$ cat src/hdl/mts_pkg.sv
`timescale 1ns / 1ps
// ----------------------------------------------------------------------------
// mts_pkg: shared types and codes for the min tracking stack
// Transaction payloads, command and status codes, cell shift controls.
// ----------------------------------------------------------------------------
package mts_pkg;

    localparam logic [1:0] CMD_PUSH = 2'd0;
    localparam logic [1:0] CMD_POP  = 2'd1;
    localparam logic [1:0] CMD_READ = 2'd2;

    localparam logic [1:0] ST_OK    = 2'd0;
    localparam logic [1:0] ST_EMPTY = 2'd1;
    localparam logic [1:0] ST_FULL  = 2'd2;

    typedef struct packed {
        logic [1:0]         command;
        logic signed [31:0] value;
    } req_t;

    typedef struct packed {
        logic signed [31:0] popped_value;
        logic signed [31:0] current_min;
        logic [1:0]         status;
        logic [7:0]         entry_count;
    } rsp_t;

    typedef struct packed {
        logic val_push;
        logic val_pop;
        logic min_push;
        logic min_pop;
    } shift_t;

endpackage

$ cat src/hdl/mts_cell.sv
`timescale 1ns / 1ps
// ----------------------------------------------------------------------------
// mts_cell: one stack slot
// Holds one value entry and one running-minimum entry; shifts each toward
// the bottom on push and toward the top on pop.
// ----------------------------------------------------------------------------
module mts_cell (
    input  logic                clk,
    input  mts_pkg::shift_t     ctrl,
    input  logic signed [31:0]  above_val,
    input  logic signed [31:0]  below_val,
    input  logic signed [31:0]  above_min,
    input  logic signed [31:0]  below_min,
    output logic signed [31:0]  val_reg,
    output logic signed [31:0]  min_reg
);

    logic signed [31:0] val_next;
    logic signed [31:0] min_next;

    always_comb
    begin
        val_next = val_reg;
        if (ctrl.val_push)
        begin
            val_next = above_val;
        end
        else if (ctrl.val_pop)
        begin
            val_next = below_val;
        end
        min_next = min_reg;
        if (ctrl.min_push)
        begin
            min_next = above_min;
        end
        else if (ctrl.min_pop)
        begin
            min_next = below_min;
        end
    end

    always_ff @(posedge clk)
    begin
        val_reg <= val_next;
        min_reg <= min_next;
    end

endmodule

$ cat config.mk
export PLATFORM = sky130hd
export DESIGN_NAME = mts_cell
export DESIGN_NICKNAME = d
export VERILOG_FILES = /design/src/hdl/mts_pkg.sv /design/src/hdl/mts_cell.sv
export SDC_FILE = /design/constraint.sdc
export NUM_CORES = 1
export LEC_CHECK = 0
export BUFFER_PORTS_ARGS = -buffer_cell sky130_fd_sc_hd__buf_2
export CORE_MARGIN = 3
export CORE_UTILIZATION = 46
export DETAILED_ROUTE_END_ITERATION = 10
export GPL_TIMING_DRIVEN = 0
export PLACE_DENSITY_LB_ADDON = 0.05
export REMOVE_ABC_BUFFERS = 1
export SLEW_MARGIN = 20
export SYNTH_ARGS = -nofsm -noshare
export SYNTH_HDL_FRONTEND = slang
export SYNTH_SLANG_ARGS = --single-unit
export TNS_END_PERCENT = 50
$ cat constraint.sdc
create_clock -name clk -period 4 [get_ports clk]
set_input_delay 0.8 -clock clk [delete_from_list [all_inputs] [get_ports clk]]
set_output_delay 0.8 -clock clk [all_outputs]
set_load 0.005 [all_outputs]
==> key figures <==
CTS
  – Setup Fix Bufs, Post-CTS: 0
  – # hold bufs at CTS: 0
  – TritonCTS Buffers: 9
  – Worst-path clk slew: 0.07 ns
  – Clk root buf: clkbuf_8
  – TritonCTS sink count: 64
  – H-tree Lvls: 3
  – Max clock buf depth: 2
  – CTS resizes: 0
  – CTS tree: yes

Power
  – Leak: 2.021 nW
  – Seq pwr share: 0.525
  – Peak supply drop: 0.2165 mV
  – Sw Pwr: 0.3300 mW
  – Clock power share: 0.309
  – Switching Share: 0.2065
  – Power Internal: 1.268 mW
  – PwrDens: 387.4 mW/mm²
  – Comb pwr share: 0.167

Route
  – Routed wire length: 6361 µm
  – Post-route ant nets: 0
  – Vias per inst: 4.565
  – Via count: 1,899
  – # DRC: 0
  – DRT iter0 DRCs: 43
  – DR WL/cell: 15.29 µm
  – Router iterations before antenna repair: 4

Worst hold path
  – Worst hold path class: in2reg

Placement
  – Placement Cell Area: 0.003948 mm²
  – Post-Place Setup Slack: 1.274 ns
  – Placer Congestion: 0.7308
  – Port Buf Inserts: 196

Layout
  – Fin nets: 470
  – Share of post-route cells with drive strength above 1: 0.8065
  – Diodes inserted: 0
  – Layout area overhead: 36.76%
  – Fillers: 467
  – Fin area: 0.004124 mm²

Synth
  – Yosys warning count: 0
  – Syn Area/Cell: 21.85 µm²
  – Synth top area cells: edfxtp_1, mux2_4, buf_12, mux2_2, buf_6
  – Synth async-reset ratio: 0
  – Yosys cell types: 6
  – Post-synth EDFFs: 64
  – Synthesized flop and latch total: 64
  – Synth top cells by count: edfxtp_1, mux2_4, buf_12, mux2_2
  – Mapped Area: 0.003015 mm²
  – Largest area contributor in the netlist: edfxtp_1
  – Ys flop type: edfxtp_1
  – Share of the synthesized area in the top cell type: 0.6373
  – Cell with the most instances after synthesis: edfxtp_1
  – Register area share after synthesis: 0.6373
  – Syn Inst Count: 138

Floorplanning
  – I/O pins: 197
  – Core area: 0.006131 mm²
  – Chip Width: 86.97 µm
  – Die Span Y: 86.97 µm
  – Die ar.: 0.007563 mm²
  – Starting Density: 0.4918
  – Cell row count: 28

Status
  – Outcome: complete, no violations

Run
  – Maximum capacitance violations: 0

STA
  – Worst slew pin tran: 0.9795 ns
  – Max-slew violations: 0
  – Setup violations, final: 0
  – Max-Slew Margin vs Limit: 0.3470
  – Fin crit period: 2.365 ns
  – RSZ-0062 raised after global routing: false
  – Crit share post-route: 0.5913
  – Final Hold Fails: 0
  – F_max: 422.8 MHz
  – Setup TNS: 0 ns
  – Worst Slack Setup Final: 1.635 ns

Critical path
  – Slowest library cell on the worst path: or2_2
  – Critical path required time: 3.94 ns
  – Worst setup SP type: primary input
  – Critical Path AT: 2.30 ns
  – Critical Path Max Stage Delay: 0.74 ns
  – Crit path max-delay family: simple AND/OR/NAND/NOR gates
  – Endpoint type of the worst setup path: register
  – Worst Path Class, Setup: in2reg
  – CP max FO: 33
  – Worst Path Buf+Inv: 1
  – CP cell instances: buf_2 -> or2_2

GRT
  – Largest net degree at the start of global routing: 34
  – Antenna violations before repair: 0
  – Number of global-route vias before repair: 1,895
  – Wire length of the first global-routing pass: 9094 µm
  – All-layer global routing usage: 0.1630
  – GRT overflow: 0
[cells in the final DEF, fill, tap and decap left out]
cell and count:
or2_2 2, mux2_2 6, mux2_4 58, clkinv_2 3, clkbuf_1 1, buf_2 196, bufinv_16 1, edfxtp_1 64
clkinv_1 1, clkbuf_8 9
[final cells by class]
type	instances	area (µm²)	area share
Sequential cell	64	1922	0.4660
Tap cell	75	93.84	0.02275
Clock buffer	10	127.6	0.03095
Clock inverter	5	48.80	0.01183
Timing Repair Buffer	196	980.9	0.2379
Multi-Input combinational cell	66	950.9	0.2306
[final timing paths]
kind | startpoint | end | cells after the start
hold / removal | above_min[14] | min_reg[14] | 2
setup / recovery | ctrl[1] | min_reg[7] | 2
[per-stage QoR]
step | power, mW | utilization | std cells | hold WS [ns]
2_1_floorplan | 0.9576 | - | 130 | 1.017
3_3_place_gp | 1.117 | 0.6439 | 401 | 1.100
3_5_place_dp | 1.124 | 0.6439 | 401 | 1.103
4_1_cts | 1.622 | 0.6727 | 416 | 0.7592
5_1_grt | 1.675 | 0.6727 | 416 | 0.7573
6_report | 1.598 | 0.6727 | 416 | 0.7815
[cell families after synthesis]
logic type             count (synthesis)  synth area share
muxes                                 64            0.3112
and+or+nand+nor                        2          0.004149
DFF                                   64            0.6373
buffers and inverters                  8           0.04730
[per-layer routing]
metal / GRT usage / wire length (µm)
met1: 0.1705 / 2163
met5: 0 / 0
met4: 0.08640 / 118
met3: 0.04920 / 660
met2: 0.2912 / 3419
[power groups by stage]
stage                     Combinational, mW  Sequential (mW)  Clock, mW
final                                 0.266            0.838      0.493
after CTS                             0.272            0.840      0.511
after detailed placement              0.271            0.853          0
after global placement                0.266            0.851          0
after floorplan                      0.0900            0.868          0
after global routing                  0.289            0.846      0.539
Note: power is estimated with default switching activity, not from simulation.
